--- src/sv/rbs_pkg.sv ---
// Shared types, codes and reset values for the retry backoff scheduler.
package rbs_pkg;

   localparam int unsigned CSR_ADDR_W = 8;
   localparam int unsigned CSR_DATA_W = 32;

   // op codes; the remaining code behaves as a query
   localparam logic [1:0] OP_QUERY   = 2'd0;
   localparam logic [1:0] OP_SUCCESS = 2'd1;
   localparam logic [1:0] OP_FAILURE = 2'd2;

   // register indexes
   localparam logic [CSR_ADDR_W-1:0] CSR_INITIAL_RETRY    = 8'd0;
   localparam logic [CSR_ADDR_W-1:0] CSR_MAX_RETRY        = 8'd1;
   localparam logic [CSR_ADDR_W-1:0] CSR_SUCCESS_INTERVAL = 8'd2;
   localparam logic [CSR_ADDR_W-1:0] CSR_MAX_AGE          = 8'd3;

   // register reset values
   localparam logic [31:0] RST_INITIAL_RETRY_MS    = 32'd30000;
   localparam logic [31:0] RST_MAX_RETRY_MS        = 32'd1800000;
   localparam logic [31:0] RST_SUCCESS_INTERVAL_MS = 32'd600000;
   localparam logic [31:0] RST_MAX_AGE_S           = 32'd3600;

   localparam logic [4:0] FAIL_CAP  = 5'd31;
   localparam logic [2:0] SHIFT_CAP = 3'd6;

   typedef struct packed {
      logic [1:0]  op;
      logic [63:0] now_ms;
      logic [63:0] now_wall_s;
      logic [63:0] success_wall_s;
      logic [2:0]  failure_kind;
   } req_item_type;

   typedef struct packed {
      logic        retry_is_due;
      logic        data_stale;
      logic [63:0] next_attempt_at_ms;
      logic [4:0]  failure_count;
      logic [2:0]  last_failure_kind;
      logic        have_data;
   } rsp_item_type;

   typedef struct packed {
      logic [31:0] initial_retry_ms;
      logic [31:0] max_retry_ms;
      logic [31:0] success_interval_ms;
      logic [31:0] max_age_s;
   } cfg_type;

endpackage

--- src/sv/rbs_if.sv ---
// Valid/ready channel interfaces for request, response and register write.
interface rbs_req_if;
   logic        valid;
   logic        ready;
   logic [1:0]  op;
   logic [63:0] now_ms;
   logic [63:0] now_wall_s;
   logic [63:0] success_wall_s;
   logic [2:0]  failure_kind;

   modport source (output valid, op, now_ms, now_wall_s, success_wall_s, failure_kind,
                   input ready);
   modport sink   (input valid, op, now_ms, now_wall_s, success_wall_s, failure_kind,
                   output ready);
endinterface

interface rbs_rsp_if;
   logic        valid;
   logic        ready;
   logic        retry_is_due;
   logic        data_stale;
   logic [63:0] next_attempt_at_ms;
   logic [4:0]  failure_count;
   logic [2:0]  last_failure_kind;
   logic        have_data;

   modport source (output valid, retry_is_due, data_stale, next_attempt_at_ms,
                   failure_count, last_failure_kind, have_data,
                   input ready);
   modport sink   (input valid, retry_is_due, data_stale, next_attempt_at_ms,
                   failure_count, last_failure_kind, have_data,
                   output ready);
endinterface

interface rbs_csr_if;
   logic                          valid;
   logic                          ready;
   logic [rbs_pkg::CSR_ADDR_W-1:0] addr;
   logic [rbs_pkg::CSR_DATA_W-1:0] wdata;

   modport source (output valid, addr, wdata, input ready);
   modport sink   (input valid, addr, wdata, output ready);
endinterface

--- src/sv/rbs_csr.sv ---
// Configuration register file: four 32-bit registers with reset values.
module rbs_csr (
   input  logic                           clock,
   input  logic                           reset,
   input  logic                           wr_en,
   input  logic [rbs_pkg::CSR_ADDR_W-1:0] wr_addr,
   input  logic [rbs_pkg::CSR_DATA_W-1:0] wr_data,
   output rbs_pkg::cfg_type               cfg
);

   rbs_pkg::cfg_type cfg_ff;
   rbs_pkg::cfg_type cfg_in;

   always_comb begin
      cfg_in = cfg_ff;
      if (wr_en) begin
         case (wr_addr)
            rbs_pkg::CSR_INITIAL_RETRY:    cfg_in.initial_retry_ms    = wr_data;
            rbs_pkg::CSR_MAX_RETRY:        cfg_in.max_retry_ms        = wr_data;
            rbs_pkg::CSR_SUCCESS_INTERVAL: cfg_in.success_interval_ms = wr_data;
            rbs_pkg::CSR_MAX_AGE:          cfg_in.max_age_s           = wr_data;
            default: ;  // unmapped index: dropped
         endcase
      end
   end

   always_ff @(posedge clock) begin
      if (reset) begin
         cfg_ff.initial_retry_ms    <= rbs_pkg::RST_INITIAL_RETRY_MS;
         cfg_ff.max_retry_ms        <= rbs_pkg::RST_MAX_RETRY_MS;
         cfg_ff.success_interval_ms <= rbs_pkg::RST_SUCCESS_INTERVAL_MS;
         cfg_ff.max_age_s           <= rbs_pkg::RST_MAX_AGE_S;
      end else begin
         cfg_ff <= cfg_in;
      end
   end

   assign cfg = cfg_ff;

endmodule

--- src/sv/rbs_sched.sv ---
// Scheduler state and the single-pass update/result logic for one item.
module rbs_sched (
   input  logic                  clock,
   input  logic                  reset,
   input  logic                  fire,
   input  rbs_pkg::req_item_type item,
   input  rbs_pkg::cfg_type      cfg,
   output rbs_pkg::rsp_item_type result
);

   logic [63:0] next_ff,  next_in;
   logic        valid_ff, valid_in;
   logic [63:0] epoch_ff, epoch_in;
   logic [4:0]  count_ff, count_in;
   logic [2:0]  kind_ff,  kind_in;

   logic [2:0]  sh;
   logic [37:0] shifted;
   logic [31:0] delay;
   logic [64:0] fail_sum;
   logic [64:0] succ_sum;
   logic [64:0] age;
   logic        now_max;
   logic        due;
   logic        stale;

   always_comb begin
      // failure delay: shift is min(count, 6) taken from the count before the bump
      sh       = (count_ff >= 5'd6) ? rbs_pkg::SHIFT_CAP : count_ff[2:0];
      shifted  = {6'd0, cfg.initial_retry_ms} << sh;
      delay    = (shifted > {6'd0, cfg.max_retry_ms}) ? cfg.max_retry_ms : shifted[31:0];
      fail_sum = {1'b0, item.now_ms} + {33'd0, delay};
      succ_sum = {1'b0, item.now_ms} + {33'd0, cfg.success_interval_ms};
      now_max  = &item.now_ms;

      next_in  = next_ff;
      valid_in = valid_ff;
      epoch_in = epoch_ff;
      count_in = count_ff;
      kind_in  = kind_ff;
      // after a schedule, now >= now +sat d only when d is zero or now is all-ones
      due      = (item.now_ms >= next_ff);

      case (item.op)
         rbs_pkg::OP_SUCCESS: begin
            valid_in = 1'b1;
            epoch_in = item.success_wall_s;
            next_in  = succ_sum[64] ? '1 : succ_sum[63:0];
            count_in = '0;
            kind_in  = '0;
            due      = (cfg.success_interval_ms == '0) || now_max;
         end
         rbs_pkg::OP_FAILURE: begin
            count_in = (count_ff < rbs_pkg::FAIL_CAP) ? count_ff + 5'd1 : count_ff;
            next_in  = fail_sum[64] ? '1 : fail_sum[63:0];
            kind_in  = item.failure_kind;
            due      = (delay == '0) || now_max;
         end
         default: ;  // query, or unused code
      endcase

      age   = {1'b0, item.now_wall_s} - {1'b0, epoch_in};
      stale = !valid_in || (epoch_in == '0) || (cfg.max_age_s == '0) || age[64] ||
              (age[63:0] > {32'd0, cfg.max_age_s});

      result.retry_is_due       = due;
      result.data_stale         = stale;
      result.next_attempt_at_ms = next_in;
      result.failure_count      = count_in;
      result.last_failure_kind  = kind_in;
      result.have_data          = valid_in;
   end

   always_ff @(posedge clock) begin
      if (reset) begin
         next_ff  <= '0;
         valid_ff <= 1'b0;
         epoch_ff <= '0;
         count_ff <= '0;
         kind_ff  <= '0;
      end else if (fire) begin
         next_ff  <= next_in;
         valid_ff <= valid_in;
         epoch_ff <= epoch_in;
         count_ff <= count_in;
         kind_ff  <= kind_in;
      end
   end

endmodule

--- src/sv/retry_backoff_scheduler.sv ---
// Top level of the capped exponential backoff retry scheduler.
// Throughput is one item per clock while the response side does not stall; an
// accepted item passes through the input register and then the result register
// on its way to the response channel. The whole update - shift of the base delay,
// cap against the maximum, 64-bit saturating schedule add and the staleness
// compare - is evaluated in one pass between the input register and the result
// register, and the scheduler state commits in the same cycle, so a following
// item sees it at once. The result register parts the two sides: a new item is
// taken while a finished result still waits, and req ready drops only when both
// registers are full and the response side stalls. Register writes are taken every
// cycle (csr ready is always high) and must only happen while the block is idle.
module retry_backoff_scheduler (
   input  logic clock,
   input  logic reset,
   rbs_req_if.sink   req_ch,
   rbs_rsp_if.source rsp_ch,
   rbs_csr_if.sink   csr_ch
);

   rbs_pkg::cfg_type      cfg;
   rbs_pkg::req_item_type req_item;
   rbs_pkg::rsp_item_type result;

   // input register
   logic                  s1_valid_ff, s1_valid_in;
   rbs_pkg::req_item_type s1_item_ff;
   // result register
   logic                  s2_valid_ff, s2_valid_in;
   rbs_pkg::rsp_item_type s2_item_ff;

   logic s2_free;
   logic s1_adv;
   logic req_take;

   assign csr_ch.ready = 1'b1;

   rbs_csr u_csr (
      .clock   (clock),
      .reset   (reset),
      .wr_en   (csr_ch.valid),
      .wr_addr (csr_ch.addr),
      .wr_data (csr_ch.wdata),
      .cfg     (cfg)
   );

   always_comb begin
      req_item.op             = req_ch.op;
      req_item.now_ms         = req_ch.now_ms;
      req_item.now_wall_s     = req_ch.now_wall_s;
      req_item.success_wall_s = req_ch.success_wall_s;
      req_item.failure_kind   = req_ch.failure_kind;
   end

   // handshake: item moves to the result register when that one is empty or draining
   assign s2_free      = !s2_valid_ff || rsp_ch.ready;
   assign s1_adv       = s1_valid_ff && s2_free;
   assign req_ch.ready = !s1_valid_ff || s1_adv;
   assign req_take     = req_ch.valid && req_ch.ready;

   assign s1_valid_in = req_take || (s1_valid_ff && !s1_adv);
   assign s2_valid_in = s1_adv || (s2_valid_ff && !rsp_ch.ready);

   rbs_sched u_sched (
      .clock  (clock),
      .reset  (reset),
      .fire   (s1_adv),
      .item   (s1_item_ff),
      .cfg    (cfg),
      .result (result)
   );

   always_ff @(posedge clock) begin
      if (reset) begin
         s1_valid_ff <= 1'b0;
         s2_valid_ff <= 1'b0;
      end else begin
         s1_valid_ff <= s1_valid_in;
         s2_valid_ff <= s2_valid_in;
      end
   end

   // payload registers, no reset
   always_ff @(posedge clock) begin
      if (req_take) begin
         s1_item_ff <= req_item;
      end
      if (s1_adv) begin
         s2_item_ff <= result;
      end
   end

   assign rsp_ch.valid              = s2_valid_ff;
   assign rsp_ch.retry_is_due       = s2_item_ff.retry_is_due;
   assign rsp_ch.data_stale         = s2_item_ff.data_stale;
   assign rsp_ch.next_attempt_at_ms = s2_item_ff.next_attempt_at_ms;
   assign rsp_ch.failure_count      = s2_item_ff.failure_count;
   assign rsp_ch.last_failure_kind  = s2_item_ff.last_failure_kind;
   assign rsp_ch.have_data          = s2_item_ff.have_data;

endmodule

--- src/flat_wrapper.sv ---
// flat-port wrapper written by rule: the top's interface ports become plain ports
module retry_backoff_scheduler_flat 
  (clock, reset, req_ch_valid, req_ch_op, req_ch_now_ms, req_ch_now_wall_s, req_ch_success_wall_s, req_ch_failure_kind, req_ch_ready, rsp_ch_valid, rsp_ch_retry_is_due, rsp_ch_data_stale, rsp_ch_next_attempt_at_ms, rsp_ch_failure_count, rsp_ch_last_failure_kind, rsp_ch_have_data, rsp_ch_ready, csr_ch_valid, csr_ch_addr, csr_ch_wdata, csr_ch_ready);
  rbs_req_if req_ch_i ();
  rbs_rsp_if rsp_ch_i ();
  rbs_csr_if csr_ch_i ();
  input  logic clock;
  input  logic reset;
  input wire logic [$bits(req_ch_i.valid)-1:0] req_ch_valid;
  input wire logic [$bits(req_ch_i.op)-1:0] req_ch_op;
  input wire logic [$bits(req_ch_i.now_ms)-1:0] req_ch_now_ms;
  input wire logic [$bits(req_ch_i.now_wall_s)-1:0] req_ch_now_wall_s;
  input wire logic [$bits(req_ch_i.success_wall_s)-1:0] req_ch_success_wall_s;
  input wire logic [$bits(req_ch_i.failure_kind)-1:0] req_ch_failure_kind;
  output wire logic [$bits(req_ch_i.ready)-1:0] req_ch_ready;
  output wire logic [$bits(rsp_ch_i.valid)-1:0] rsp_ch_valid;
  output wire logic [$bits(rsp_ch_i.retry_is_due)-1:0] rsp_ch_retry_is_due;
  output wire logic [$bits(rsp_ch_i.data_stale)-1:0] rsp_ch_data_stale;
  output wire logic [$bits(rsp_ch_i.next_attempt_at_ms)-1:0] rsp_ch_next_attempt_at_ms;
  output wire logic [$bits(rsp_ch_i.failure_count)-1:0] rsp_ch_failure_count;
  output wire logic [$bits(rsp_ch_i.last_failure_kind)-1:0] rsp_ch_last_failure_kind;
  output wire logic [$bits(rsp_ch_i.have_data)-1:0] rsp_ch_have_data;
  input wire logic [$bits(rsp_ch_i.ready)-1:0] rsp_ch_ready;
  input wire logic [$bits(csr_ch_i.valid)-1:0] csr_ch_valid;
  input wire logic [$bits(csr_ch_i.addr)-1:0] csr_ch_addr;
  input wire logic [$bits(csr_ch_i.wdata)-1:0] csr_ch_wdata;
  output wire logic [$bits(csr_ch_i.ready)-1:0] csr_ch_ready;
  assign req_ch_i.valid = req_ch_valid;
  assign req_ch_i.op = req_ch_op;
  assign req_ch_i.now_ms = req_ch_now_ms;
  assign req_ch_i.now_wall_s = req_ch_now_wall_s;
  assign req_ch_i.success_wall_s = req_ch_success_wall_s;
  assign req_ch_i.failure_kind = req_ch_failure_kind;
  assign req_ch_ready = req_ch_i.ready;
  assign rsp_ch_valid = rsp_ch_i.valid;
  assign rsp_ch_retry_is_due = rsp_ch_i.retry_is_due;
  assign rsp_ch_data_stale = rsp_ch_i.data_stale;
  assign rsp_ch_next_attempt_at_ms = rsp_ch_i.next_attempt_at_ms;
  assign rsp_ch_failure_count = rsp_ch_i.failure_count;
  assign rsp_ch_last_failure_kind = rsp_ch_i.last_failure_kind;
  assign rsp_ch_have_data = rsp_ch_i.have_data;
  assign rsp_ch_i.ready = rsp_ch_ready;
  assign csr_ch_i.valid = csr_ch_valid;
  assign csr_ch_i.addr = csr_ch_addr;
  assign csr_ch_i.wdata = csr_ch_wdata;
  assign csr_ch_ready = csr_ch_i.ready;
  retry_backoff_scheduler u_core (.clock(clock), .reset(reset), .req_ch(req_ch_i), .rsp_ch(rsp_ch_i), .csr_ch(csr_ch_i));
endmodule
--- config.mk ---
export PLATFORM = sky130hd
export DESIGN_NAME = retry_backoff_scheduler_flat
export DESIGN_NICKNAME = d
export VERILOG_FILES = /design/src/sv/rbs_pkg.sv /design/src/sv/rbs_if.sv /design/src/sv/rbs_csr.sv /design/src/sv/rbs_sched.sv /design/src/sv/retry_backoff_scheduler.sv /design/src/flat_wrapper.sv
export SDC_FILE = /design/constraint.sdc
export NUM_CORES = 2
export LEC_CHECK = 0
export BUFFER_PORTS_ARGS = -buffer_cell sky130_fd_sc_hd__buf_2
export CAP_MARGIN = 30
export CORE_ASPECT_RATIO = 1.4
export CORE_MARGIN = 1
export CORE_UTILIZATION = 45
export CTS_CLUSTER_DIAMETER = 200
export DETAILED_ROUTE_END_ITERATION = 8
export HOLD_SLACK_MARGIN = 0.06
export PLACE_DENSITY = 0.7
export SETUP_SLACK_MARGIN = 0.15
export SLEW_MARGIN = 20
export SYNTH_ARGS = -nofsm -noshare
export SYNTH_HDL_FRONTEND = slang
export SYNTH_SLANG_ARGS = --single-unit
export TNS_END_PERCENT = 20
--- constraint.sdc ---
create_clock -name clock -period 7.05 [get_ports clock]
set_clock_uncertainty 0.2 [all_clocks]
set_input_delay 0.3525 -clock clock [delete_from_list [all_inputs] [get_ports clock]]
set_output_delay 0.3525 -clock clock [all_outputs]
set_load 0.05 [all_outputs]
==> flow_metrics.tcl <==
set metrics [dict create \
    ys_warn_count 0 \
    synth_mux_area_share_pct 4.78 \
    dp.cells 5300 \
    power_density_nw_per_um2 203 \
    synth_compound_area_share_pct 20.1 \
    fin_ws_ns -0.244 \
    worstSetupStartpointType "flip-flop" \
    cts_tree "done" \
    yosys.area.top_type "edfxtp_1" \
    cap_violations 0 \
    hpwl_um 90900 \
    num-fill-cells 6464 \
    clockBufferDepth 3 \
    grt_pass1_wl_um 186000 \
    grt_max_degree 201 \
    dr.pass1.iters 6 \
    synthToLayoutAreaGrowth_pct 32.6 \
    cp_max_fo 8 \
    ios 320 \
    slowest_stage "or4_4" \
    synth_nets 4353 \
    worst_pin_slew_ns 1.23 \
    layout.cells.non_filler 5710 \
    synth_area_per_cell_um2 8.85 \
    final_cell_area_um2 45100 \
    async_flop_share_pct 0 \
    min_from "csr_ch_addr[1]" \
    grt_overflow 0 \
    synth_edf_count 272 \
    grt_busiest_layer "met2" \
    wirelength_um 124000 \
    max_freq_mhz 137 \
    min_period_ns 7.29 \
    synth_top_family_by_area "compound AO/OA/AOI/OAI gates" \
    use_met3_pct 3.85 \
    place_area_um2 39100 \
    cp.required_ns 7.38 \
    seq_area_frac_synth_pct 39.7 \
    die_x_um 234 \
    synth_area_um2 34000 \
    via_per_inst 5.86 \
    hp-class "in2reg" \
    drv_slew 0 \
    end_kind "flip-flop" \
    wl_per_cell_um 21.7 \
    htree_levels 2 \
    grt_pass1_vias 32600 \
    synth_cells 3847 \
    grt_use_total_pct 31.4 \
    hold_ws_ns 0.130 \
    worstPathArrival_ns 7.63 \
    antenna_found_initial 15 \
    vdd_ir_drop_max_mv 0.249 \
    die-area_um2 76800 \
    r2r-start "u_core.u_sched.count_ff[0]" \
    synthXorXnorAreaFrac_pct 3.58 \
    yosys.area_share.simple_pct 17.7 \
    gp_congestion 0.999 \
    cts_buffers 53 \
    initialDrtViolationCount 2581 \
    root_buffer "clkbuf_16" \
    finalCoreUtilization_pct 60.2 \
    relSlewSlack_pct 17.9 \
    p_leak_nw 18.4 \
    violations "setup timing" \
    via_count 33500 \
    use_met1_pct 34.5 \
    clk_pin_slew_ns 0.07 \
    crit_start "u_core.u_sched.count_ff[0]" \
    nets 5191 \
    cts.sinks 539 \
    antenna_left 0 \
    ys_types 83 \
    met2_usage_pct 55.6 \
    drive_gt1_share_pct 22.7 \
    synth_seq_cells 539 \
    cpPeakStageDelay_ns 0.44 \
    start_util_pct 45.4 \
    status "finished with violations" \
    synth_top_area_share_pct 24.0 \
    total_power_mw 9.16 \
    yosys-top-cells-area "edfxtp_1 24%, dfxtp_1 16%, ha_1 9.6%" \
    critical_path_class "reg2reg" \
    crit_top_cell "buf_6" \
    hold_viol 0 \
    synth_ff_type "edfxtp_1" \
    placementRows 119 \
    clock_latency_ns 0.64 \
    io_buffers 318 \
    core_um2 75000 \
    synth_fa_ha_area_share_pct 9.77 \
    rsz0062_at_grt "true" \
    die_y_um 327 \
    pre_cts_ws_ns -0.393 \
    min_period_over_period_pct 103 \
    finalSetupViolCount 61 \
    final.setup.tns_ns -4.29 \
    route.detailed.drc 0 \
]
==> timing repair <==
item	4_1_cts	5_1_grt
pin swaps	62	55
hold buffers	236	0
setup buffers	39	13
endpoints found under the hold margin	328	0
setup endpoints to repair	129	129
cloned	4	3
gates resized for setup	177	105
==> worst paths after layout <==
path,end,cells past startpoint,slack (ns)
worst max-delay path,u_core.u_sched.next_ff[61],36,-0.24
worst min-delay path,u_core.u_csr.cfg[38],5,0.13
worst max register to register,u_core.u_sched.next_ff[61],36,-0.24
worst min register to register,u_core.u_sched.next_ff[32],2,0.26
==> cells by family after synthesis <==
family,Yosys count
muxes,159
other,1
and+or+nand+nor,1283
adders and majority gates,264
buffers and inverters,386
xor gates and xnor gates,139
AOI/OAI and AO/OA,1076
DFF,539
==> final cells by class <==
cell class | instances | area, um2 | share of cell area [%]
Clock inverter | 26 | 273 | 0.604
Timing Repair Buffer | 995 | 7740 | 17.1
Antenna cell | 14 | 35.0 | 0.0776
Clock buffer | 72 | 1530 | 3.40
Sequential cell | 539 | 13500 | 29.9
Inverter | 174 | 661 | 1.46
Multi-Input combinational cell | 2922 | 20200 | 44.7
Tap cell | 968 | 1210 | 2.68
==> metal layers <==
layer,vias to the layer above,part of all wire [%]
met5,-,0.0097
met4,2,7.8
met3,427,5.1
met2,1293,50
met1,15900,37
li1,15900,-
==> report_power, final <==
group          switching, mW  internal [mW]
sequential             0.135           3.47
clock                   1.32           1.68
combinational           1.43           1.13
total                   2.88           6.27
==> placed cells by master, fill, tap and decap left out, drive strengths merged, types with 61 or more instances in the layout <==
cell type and count:
nand2 497, a21oi 384, dlygate4sd3 236, dfxtp 267
inv 177, nor2 300, a211oi 90, nor4 71
nand4 88, buf 752, mux2i 130, o21ai 184
clkbuf 78, xor2 61, edfxtp 272, nand3 66
a21o 105, xnor2 78, ha 261
==> registers in the layout, summed over array words and instances (netlist names), 3 cells and up <==
name,count
u_core.s1_item_ff,197
u_core.rsp_ch.last_failure_kind,3
u_core.u_csr.cfg,128
u_core.u_sched.kind_ff,3
u_core.rsp_ch.failure_count,5
u_core.u_sched.epoch_ff,64
u_core.u_sched.next_ff,64
u_core.u_sched.count_ff,5
u_core.rsp_ch.next_attempt_at_ms,64
==> cell usage after synthesis, types with 19 or more instances <==
cell and number:
xnor2_1 78, nor4_1 71, and3_1 49, a311oi_1 45, o211ai_1 27, o21a_1 41
clkbuf_1 188, xor2_1 61, nand3b_1 37, nand3_1 66, o21ai_0 169, a31oi_1 35
a211oi_1 90, nand2b_1 22, ha_1 261, a21oi_1 384, mux2_2 29, a21o_1 105
or3_1 19, nand4_1 88, nand2_1 497, mux2i_1 130, nor3_1 45, nor2b_1 23
dfxtp_1 267, nor2_1 299, inv_1 173, edfxtp_1 272
==> critical path: cells and delay by family (launching register included) <==
kind                     cells  cell delay, ns
AND/OR/NAND/NOR             12            2.58
buffers and inverters       10            1.37
AO/OA/AOI/OAI                8            1.27
adder cells (fa/ha/maj)      3            0.74
multiplexers                 3            0.67
flip-flops                   1            0.34
Power figures use the tool's default switching activity.
